`config.mk`:
```
export PLATFORM = sky130hd
export DESIGN_NAME = ui_markup_stripper_unit_flat
export DESIGN_NICKNAME = d
export VERILOG_FILES = /design/src/ums_pkg.sv /design/src/ums_req_if.sv /design/src/ums_rsp_if.sv /design/src/ui_markup_stripper_unit.sv /design/src/flat_wrapper.sv
export SDC_FILE = /design/constraint.sdc
export NUM_CORES = 1
export LEC_CHECK = 0
export ABC_AREA = 1
export BUFFER_PORTS_ARGS = -buffer_cell sky130_fd_sc_hd__buf_2
export CORE_ASPECT_RATIO = 0.8
export CORE_MARGIN = 4
export CORE_UTILIZATION = 50
export DETAILED_ROUTE_END_ITERATION = 12
export GPL_TIMING_DRIVEN = 0
export PLACE_DENSITY = 0.67
export SLEW_MARGIN = 5
export SYNTH_ARGS = -nofsm -noshare
export SYNTH_HDL_FRONTEND = slang
export SYNTH_SLANG_ARGS = --single-unit
export TNS_END_PERCENT = 30
```
`constraint.sdc`:
```
create_clock -name clock -period 5.9 [get_ports clock]
set_input_delay 1.18 -clock clock [delete_from_list [all_inputs] [get_ports clock]]
set_output_delay 1.18 -clock clock [all_outputs]
set_load 0.005 [all_outputs]
```
`src/ums_pkg.sv`:
```
// package for the ui markup stripper: widths, codes, result type, helpers
`timescale 1ns / 1ps
`default_nettype none

package ums_pkg;

   localparam int LENGTH_BITS = 16;
   localparam int OUT_LENGTH_BITS = 16;

   localparam logic [2:0] MODE_NORMAL = 3'd0;
   localparam logic [2:0] MODE_PIPE   = 3'd1;
   localparam logic [2:0] MODE_HEX    = 3'd2;
   localparam logic [2:0] MODE_SKH    = 3'd3;
   localparam logic [2:0] MODE_SKH_P  = 3'd4;
   localparam logic [2:0] MODE_SKT    = 3'd5;
   localparam logic [2:0] MODE_SKT_P  = 3'd6;

   localparam logic [7:0] CHAR_PIPE    = 8'h7C;
   localparam logic [7:0] CHAR_N       = 8'h6E;
   localparam logic [7:0] CHAR_NEWLINE = 8'h0A;
   localparam logic [7:0] CHAR_R       = 8'h72;
   localparam logic [7:0] CHAR_C       = 8'h63;
   localparam logic [7:0] CHAR_H_LO    = 8'h68;
   localparam logic [7:0] CHAR_H_UP    = 8'h48;
   localparam logic [7:0] CHAR_T_LO    = 8'h74;
   localparam logic [7:0] CHAR_T_UP    = 8'h54;

   localparam logic [3:0] HEX_RUN_MAX = 4'd8;

   typedef struct packed {
      logic [7:0]                 out_byte;
      logic                       out_valid;
      logic                       out_last;
      logic [OUT_LENGTH_BITS-1:0] out_length;
   } result_type;

   function automatic logic is_hex(input logic [7:0] b);
      return ((b >= 8'h30) && (b <= 8'h39)) ||
             ((b >= 8'h61) && (b <= 8'h66)) ||
             ((b >= 8'h41) && (b <= 8'h46));
   endfunction

endpackage

`default_nettype wire

```
`src/ums_req_if.sv`:
```
// request channel: one text byte and its last flag
`timescale 1ns / 1ps
`default_nettype none

interface ums_req_if;
   logic       valid;
   logic       ready;
   logic [7:0] in_byte;
   logic       in_last;

   modport source (output valid, output in_byte, output in_last, input ready);
   modport sink (input valid, input in_byte, input in_last, output ready);
endinterface

`default_nettype wire

```
`src/ums_rsp_if.sv`:
```
// response channel: one output byte, flags and string length
`timescale 1ns / 1ps
`default_nettype none

interface ums_rsp_if;
   logic                                valid;
   logic                                ready;
   logic [7:0]                          out_byte;
   logic                                out_valid;
   logic                                out_last;
   logic [ums_pkg::OUT_LENGTH_BITS-1:0] out_length;

   modport source (output valid, output out_byte, output out_valid, output out_last,
                   output out_length, input ready);
   modport sink (input valid, input out_byte, input out_valid, input out_last,
                 input out_length, output ready);
endinterface

`default_nettype wire

```
`src/ui_markup_stripper_unit.sv`:
```
// top level of the ui markup stripper: parser, length counter, result queue
// a request's first result is registered in the result queue and presented once the
// entries ahead are taken; throughput: one request per cycle while ready is high;
//   a two-byte request holds ready low while the three-entry result queue drains
// ready is high while the result queue holds at most one entry
// reset is synchronous: parser state, length and queue clear, strip_enable goes to 1
`timescale 1ns / 1ps
`default_nettype none

module ui_markup_stripper_unit (
   input  wire logic  clock,
   input  wire logic  reset,
   input  wire logic  csr_wr_en,
   input  wire logic  csr_wr_data,
   ums_req_if.sink    req_chan,
   ums_rsp_if.source  rsp_chan
);

   localparam int QUEUE_DEPTH = 3;

   logic                          strip_enable_ff, strip_enable_in;
   logic [2:0]                    mode_ff, mode_in;
   logic [3:0]                    hex_ff, hex_in;
   logic [ums_pkg::LENGTH_BITS-1:0] total_ff, total_in;
   ums_pkg::result_type           queue_ff [QUEUE_DEPTH];
   ums_pkg::result_type           queue_in [QUEUE_DEPTH];
   logic [1:0]                    count_ff, count_in;

   logic                          accept;
   logic                          pop;
   logic [1:0]                    base;

   // parser outputs for the current request
   logic [7:0]                    byte0, byte1;
   logic [1:0]                    puts;
   logic [1:0]                    results;
   logic [2:0]                    mode_step;
   logic [3:0]                    hex_step;
   logic [3:0]                    hex_inc;
   logic [ums_pkg::LENGTH_BITS:0] total_sum;
   logic [ums_pkg::LENGTH_BITS-1:0] total_sat;
   ums_pkg::result_type           res0, res1;

   assign accept = req_chan.valid && req_chan.ready;
   assign pop    = rsp_chan.valid && rsp_chan.ready;

   assign req_chan.ready      = (count_ff <= 2'd1);
   assign rsp_chan.valid      = (count_ff != 2'd0);
   assign rsp_chan.out_byte   = queue_ff[0].out_byte;
   assign rsp_chan.out_valid  = queue_ff[0].out_valid;
   assign rsp_chan.out_last   = queue_ff[0].out_last;
   assign rsp_chan.out_length = queue_ff[0].out_length;

   assign strip_enable_in = csr_wr_en ? csr_wr_data : strip_enable_ff;

   // parse one byte
   always_comb begin
      byte0     = 8'h00;
      byte1     = 8'h00;
      puts      = 2'd0;
      mode_step = mode_ff;
      hex_step  = hex_ff;
      hex_inc   = hex_ff + 4'd1;
      if (!strip_enable_ff) begin
         if (mode_ff == ums_pkg::MODE_PIPE) begin
            byte0 = ums_pkg::CHAR_PIPE;
            byte1 = req_chan.in_byte;
            puts  = 2'd2;
         end else begin
            byte0 = req_chan.in_byte;
            puts  = 2'd1;
         end
         mode_step = ums_pkg::MODE_NORMAL;
         hex_step  = 4'd0;
      end else begin
         case (mode_ff)
            ums_pkg::MODE_PIPE: begin
               mode_step = ums_pkg::MODE_NORMAL;
               case (req_chan.in_byte)
                  ums_pkg::CHAR_PIPE: begin
                     byte0 = ums_pkg::CHAR_PIPE;
                     puts  = 2'd1;
                  end
                  ums_pkg::CHAR_N: begin
                     byte0 = ums_pkg::CHAR_NEWLINE;
                     puts  = 2'd1;
                  end
                  ums_pkg::CHAR_R, ums_pkg::CHAR_H_LO, ums_pkg::CHAR_T_LO: begin
                     puts = 2'd0;
                  end
                  ums_pkg::CHAR_C: begin
                     mode_step = ums_pkg::MODE_HEX;
                     hex_step  = 4'd0;
                  end
                  ums_pkg::CHAR_H_UP: begin
                     mode_step = ums_pkg::MODE_SKH;
                  end
                  ums_pkg::CHAR_T_UP: begin
                     mode_step = ums_pkg::MODE_SKT;
                  end
                  default: begin
                     byte0 = ums_pkg::CHAR_PIPE;
                     byte1 = req_chan.in_byte;
                     puts  = 2'd2;
                  end
               endcase
            end
            ums_pkg::MODE_HEX: begin
               if (ums_pkg::is_hex(req_chan.in_byte)) begin
                  if (hex_inc >= ums_pkg::HEX_RUN_MAX) begin
                     mode_step = ums_pkg::MODE_NORMAL;
                     hex_step  = 4'd0;
                  end else begin
                     hex_step = hex_inc;
                  end
               end else begin
                  hex_step = 4'd0;
                  if (req_chan.in_byte == ums_pkg::CHAR_PIPE) begin
                     mode_step = ums_pkg::MODE_PIPE;
                  end else begin
                     mode_step = ums_pkg::MODE_NORMAL;
                     byte0     = req_chan.in_byte;
                     puts      = 2'd1;
                  end
               end
            end
            ums_pkg::MODE_SKH, ums_pkg::MODE_SKH_P: begin
               if (mode_ff == ums_pkg::MODE_SKH_P && req_chan.in_byte == ums_pkg::CHAR_H_LO) begin
                  mode_step = ums_pkg::MODE_NORMAL;
               end else if (req_chan.in_byte == ums_pkg::CHAR_PIPE) begin
                  mode_step = ums_pkg::MODE_SKH_P;
               end else begin
                  mode_step = ums_pkg::MODE_SKH;
               end
            end
            ums_pkg::MODE_SKT, ums_pkg::MODE_SKT_P: begin
               if (mode_ff == ums_pkg::MODE_SKT_P && req_chan.in_byte == ums_pkg::CHAR_T_LO) begin
                  mode_step = ums_pkg::MODE_NORMAL;
               end else if (req_chan.in_byte == ums_pkg::CHAR_PIPE) begin
                  mode_step = ums_pkg::MODE_SKT_P;
               end else begin
                  mode_step = ums_pkg::MODE_SKT;
               end
            end
            default: begin
               if (req_chan.in_byte == ums_pkg::CHAR_PIPE) begin
                  mode_step = ums_pkg::MODE_PIPE;
               end else begin
                  mode_step = ums_pkg::MODE_NORMAL;
                  byte0     = req_chan.in_byte;
                  puts      = 2'd1;
               end
            end
         endcase
      end

      // trailing pipe on the last byte
      if (req_chan.in_last && mode_step == ums_pkg::MODE_PIPE) begin
         if (puts == 2'd0) begin
            byte0 = ums_pkg::CHAR_PIPE;
         end else begin
            byte1 = ums_pkg::CHAR_PIPE;
         end
         puts = puts + 2'd1;
      end
   end

   // saturating length count
   always_comb begin
      total_sum = {1'b0, total_ff} + (ums_pkg::LENGTH_BITS+1)'(puts);
      if (total_sum > {1'b0, {ums_pkg::LENGTH_BITS{1'b1}}}) begin
         total_sat = {ums_pkg::LENGTH_BITS{1'b1}};
      end else begin
         total_sat = total_sum[ums_pkg::LENGTH_BITS-1:0];
      end
   end

   // build result entries
   always_comb begin
      res0.out_byte   = byte0;
      res0.out_valid  = (puts != 2'd0);
      res0.out_last   = 1'b0;
      res0.out_length = '0;
      res1.out_byte   = byte1;
      res1.out_valid  = 1'b1;
      res1.out_last   = 1'b0;
      res1.out_length = '0;
      results         = puts;
      if (req_chan.in_last) begin
         if (puts == 2'd2) begin
            res1.out_last   = 1'b1;
            res1.out_length = ums_pkg::OUT_LENGTH_BITS'(total_sat);
         end else begin
            res0.out_last   = 1'b1;
            res0.out_length = ums_pkg::OUT_LENGTH_BITS'(total_sat);
            results         = 2'd1;
         end
      end
   end

   // next parser state
   always_comb begin
      mode_in  = mode_ff;
      hex_in   = hex_ff;
      total_in = total_ff;
      if (accept) begin
         if (req_chan.in_last) begin
            mode_in  = ums_pkg::MODE_NORMAL;
            hex_in   = 4'd0;
            total_in = '0;
         end else begin
            mode_in  = mode_step;
            hex_in   = hex_step;
            total_in = total_sat;
         end
      end
   end

   // result queue, entry 0 is the head
   always_comb begin
      base = count_ff - {1'b0, pop};
      for (int i = 0; i < QUEUE_DEPTH; i++) begin
         queue_in[i] = queue_ff[i];
      end
      if (pop) begin
         for (int i = 0; i < QUEUE_DEPTH - 1; i++) begin
            queue_in[i] = queue_ff[i+1];
         end
      end
      if (accept) begin
         for (int i = 0; i < QUEUE_DEPTH; i++) begin
            if (results != 2'd0 && 2'(i) == base) begin
               queue_in[i] = res0;
            end
            if (results == 2'd2 && 2'(i) == base + 2'd1) begin
               queue_in[i] = res1;
            end
         end
      end
      count_in = base + (accept ? results : 2'd0);
   end

   always_ff @(posedge clock) begin
      if (reset) begin
         strip_enable_ff <= 1'b1;
         mode_ff         <= ums_pkg::MODE_NORMAL;
         hex_ff          <= 4'd0;
         total_ff        <= '0;
         count_ff        <= 2'd0;
      end else begin
         strip_enable_ff <= strip_enable_in;
         mode_ff         <= mode_in;
         hex_ff          <= hex_in;
         total_ff        <= total_in;
         count_ff        <= count_in;
      end
   end

   always_ff @(posedge clock) begin
      for (int i = 0; i < QUEUE_DEPTH; i++) begin
         queue_ff[i] <= queue_in[i];
      end
   end

   // end of string clears parser state
   assert property (@(posedge clock) disable iff (reset)
      accept && req_chan.in_last |=> mode_ff == ums_pkg::MODE_NORMAL && hex_ff == 4'd0 &&
                                     total_ff == '0)
      else $error("parser state not cleared after last request");

   // hex run never reaches its limit in state
   assert property (@(posedge clock) disable iff (reset)
      hex_ff < ums_pkg::HEX_RUN_MAX)
      else $error("hex count out of range");

   // an empty result is always the closing one
   assert property (@(posedge clock) disable iff (reset)
      rsp_chan.valid && !rsp_chan.out_valid |-> rsp_chan.out_last)
      else $error("empty result not marked last");

   // length only rides on the closing result
   assert property (@(posedge clock) disable iff (reset)
      rsp_chan.valid && !rsp_chan.out_last |-> rsp_chan.out_length == '0)
      else $error("length on non-final result");

   // pass-through requests always produce a result next cycle
   assert property (@(posedge clock) disable iff (reset)
      accept && !strip_enable_ff |=> rsp_chan.valid)
      else $error("pass-through request gave no result");

endmodule

`default_nettype wire

```
`src/flat_wrapper.sv`:
```
// flat-port wrapper written by rule: the top's interface ports become plain ports
module ui_markup_stripper_unit_flat 
  (clock, reset, csr_wr_en, csr_wr_data, req_chan_valid, req_chan_in_byte, req_chan_in_last, req_chan_ready, rsp_chan_valid, rsp_chan_out_byte, rsp_chan_out_valid, rsp_chan_out_last, rsp_chan_out_length, rsp_chan_ready);
  ums_req_if req_chan_i ();
  ums_rsp_if rsp_chan_i ();
  input  wire logic clock;
  input  wire logic reset;
  input  wire logic csr_wr_en;
  input  wire logic csr_wr_data;
  input wire logic [$bits(req_chan_i.valid)-1:0] req_chan_valid;
  input wire logic [$bits(req_chan_i.in_byte)-1:0] req_chan_in_byte;
  input wire logic [$bits(req_chan_i.in_last)-1:0] req_chan_in_last;
  output wire logic [$bits(req_chan_i.ready)-1:0] req_chan_ready;
  output wire logic [$bits(rsp_chan_i.valid)-1:0] rsp_chan_valid;
  output wire logic [$bits(rsp_chan_i.out_byte)-1:0] rsp_chan_out_byte;
  output wire logic [$bits(rsp_chan_i.out_valid)-1:0] rsp_chan_out_valid;
  output wire logic [$bits(rsp_chan_i.out_last)-1:0] rsp_chan_out_last;
  output wire logic [$bits(rsp_chan_i.out_length)-1:0] rsp_chan_out_length;
  input wire logic [$bits(rsp_chan_i.ready)-1:0] rsp_chan_ready;
  assign req_chan_i.valid = req_chan_valid;
  assign req_chan_i.in_byte = req_chan_in_byte;
  assign req_chan_i.in_last = req_chan_in_last;
  assign req_chan_ready = req_chan_i.ready;
  assign rsp_chan_valid = rsp_chan_i.valid;
  assign rsp_chan_out_byte = rsp_chan_i.out_byte;
  assign rsp_chan_out_valid = rsp_chan_i.out_valid;
  assign rsp_chan_out_last = rsp_chan_i.out_last;
  assign rsp_chan_out_length = rsp_chan_i.out_length;
  assign rsp_chan_i.ready = rsp_chan_ready;
  ui_markup_stripper_unit u_core (.clock(clock), .reset(reset), .csr_wr_en(csr_wr_en), .csr_wr_data(csr_wr_data), .req_chan(req_chan_i), .rsp_chan(rsp_chan_i));
endmodule
```
==> run_results.csv <==
group,metric,value,unit
cells_and_area,area_growth,10.5,%
yosys,syn_nets,1182,
status,outcome,"complete, no violations",
cts,clkSinkCount,104,
cts,insertion_delay,0.36,ns
power_and_ir_drop,p_per_area,460,mW/mm^2
routing,via_per_inst,5.31,
timing,hold_viol,0,
cells_and_area,drive_above_1_share,13.2,%
setup_path,end_kind,"flip-flop",
timing,worstMarginPinSlew,0.951,ns
placed_design,dp_slack,0.406,ns
grt,grt_pass1_wl,36.8,mm
setup_path,critPathArrivalTime,5.53,ns
cts,clkTransAtPathRegs,0.07,ns
setup_path,cpPeakStageDelay,0.44,ns
cells_and_area,fillers,1460,
cts,cts_tree,"built",
placed_design,io_buffer_count,39,
timing,slew_viol_final,0,
timing,finalSetupTns,0,ns
run,maxCapViolations,0,
grt,grt_util_all_layers,28.6,%
floorplanning,io_pins,43,
cts,cts_root_buf,"clkbuf_16",
routing,first_pass_iters,5,
routing,drt-total-wl,23.1,mm
floorplanning,std_cell_rows,39,
setup_path,worst_setup_path_start_kind,"input port",
yosys,synth_area_per_cell,6.36,um^2
routing,vias,7429,
hold_path,hp-class,"reg2reg",
timing,post-route-period-util,88.7,%
grt,grt_pass1_vias,6788,
cts,postCtsHoldBufs,0,
timing,layout_setup_ws,0.669,ns
routing,drtIter0Drc,810,
cts,cts_buffers,9,
setup_path,cp_num_buf_inv,7,
timing,slew_headroom,36.6,%
yosys,netlist_instances,1160,
timing,min_period,5.23,ns
placed_design,gp_congestion,0.926,
floorplanning,die_h,117,um
yosys,synth.distinct_cells,53,
cells_and_area,final_nets,1233,
setup_path,required,6.20,ns
cts,clk_path_buf_depth,2,
cts,cts_resized,0,
grt,grt_start_max_net_pins,18,
yosys,syn_area,0.00738,mm^2
routing,ant_nets,0,
yosys,ys_seq_area_share,31.7,%
setup_path,crit_path_top_delay_cell,"fa_1",
cells_and_area,final_common_cell,"nand2_1",
grt,grt-ovfl-total,0,
timing,rsz0062_at_grt,"false",
yosys,ys_ff_latch,104,
cts,cts_setup_buffers,0,
grt,antenna_found_initial,0,
cts,cts.htree.levels,3,
setup_path,critPathTopFamily,"simple AND/OR/NAND/NOR gates",
setup_path,crit_fanout,10,
placed_design,dpl.cell_count,1384,
power_and_ir_drop,max-vdd-ir-drop,0.000243,V
yosys,synth_edf_count,26,
floorplanning,start_util,51.3,%
floorplanning,coreArea,0.0144,mm^2
setup_path,cpMostUsedCell,"nand2_1",
yosys,synth_warnings,0,
cells_and_area,layout.cells.non_filler,1400,
routing,wl_per_cell,16.5,um
cells_and_area,n_antenna_cell,0,
floorplanning,die_area,0.0168,mm^2
placed_design,hpwlAfterDp,16.8,mm
power_and_ir_drop,p_leak,4.01,nW
cells_and_area,mostFrequentLayoutCells,"nand2_1, inv_1, nor2_1",
timing,fin_skew,0.00877,ns
timing,fmax,191,MHz
timing,setup_viol,0,
setup_path,path_class,"in2reg",
routing,drc_errors,0,
floorplanning,dieWidth,144,um
yosys,async_flop_share,0,%
yosys,ys.flop_type,"dfxtp_1",
==> per-layer routing <==
layer  global-route usage [%]  wire, um
met3                     8.27      2440
met1                     40.5     10700
met4                     6.59       344
met5                        0         0
met2                     43.1      9640
==> per-stage QoR <==
step                hold WS [ns]  power [mW]  util (%)  instance area [um^2]
floorplan                  0.443        2.51         -                  7380
global placement           0.456        3.03      54.2                  7810
detailed placement         0.457        3.08      54.5                  7850
CTS                        0.467        3.72      56.6                  8150
global route               0.490        4.04      56.6                  8150
finish                     0.461        3.75      56.6                  8150
==> kinds of logic after synthesis <==
| kind of cell | Yosys count | share of synthesized area (%) |
|---|---|---|
| compound gates | 146 | 12.0 |
| xor+xnor | 14 | 1.66 |
| fa+ha+maj | 7 | 1.29 |
| buf+inv | 196 | 12.5 |
| flops | 104 | 31.7 |
| mux | 17 | 2.31 |
| simple gates | 676 | 38.5 |
==> synthesized netlist by cell type, drive strengths merged, types with 6 or more instances <==
library cell / count / share of area, %
a21oi: 68 / 4.9
nand3: 85 / 6.1
mux2i: 17 / 2.3
o21ai: 42 / 3.2
nor3: 7 / 0.54
or2: 6 / 0.51
a21boi: 20 / 2.2
xor2: 11 / 1.3
edfxtp: 26 / 11
clkbuf: 22 / 1.1
dfxtp: 78 / 21
nor2: 106 / 6.4
inv: 117 / 5.9
nand2: 458 / 24
buf: 56 / 5.3
nand4: 10 / 0.85
ha: 6 / 1.0
==> area by class of cell <==
cell class,instances,area (um^2),share of cell area (%)
plain buffers,78,475,5.83
clock buffers,12,256,3.15
clock inverters,4,51.3,0.629
inverters,118,448,5.49
multi-input cells,860,4130,50.6
flip-flops and latches,104,2340,28.7
well taps,184,230,2.82
repair buffers,40,223,2.73
==> worst register-to-register path: cells and delay by family, from the launching register on <==
kind | cells | cell delay (ns)
AND/OR/NAND/NOR | 16 | 2.55
buffers and inverters | 7 | 0.92
adder cells (fa/ha/maj) | 2 | 0.73
flip-flops | 1 | 0.39
AO/OA/AOI/OAI | 1 | 0.13
==> state kept, by name (all words and copies together), names as in the netlist <==
| signal | flops |
|---|---|
| u_core.hex_ff | 4 |
| u_core.queue_ff | 78 |
| u_core.total_ff | 16 |
| u_core.count_ff | 2 |
| u_core.strip_enable_ff | 1 |
| u_core.mode_ff | 3 |
==> final timing paths <==
| check | from | cells past startpoint | slack, ns | end |
|---|---|---|---|---|
| setup reg to reg | u_core.mode_ff[0] | 26 | 1.14 | u_core.queue_ff[0][15] |
| setup / recovery | req_chan_in_byte[3] | 29 | 0.67 | u_core.queue_ff[0][15] |
| hold / removal | u_core.hex_ff[3] | 2 | 0.46 | u_core.hex_ff[3] |
| hold reg to reg | u_core.hex_ff[3] | 2 | 0.46 | u_core.hex_ff[3] |
==> power breakdown <==
group	total (mW)	switching (mW)	internal [mW]
Sequential	1.06	0.0999	0.960
Clock	0.638	0.284	0.354
Combinational	2.05	1.27	0.784
Power figures use the tool's default switching activity.
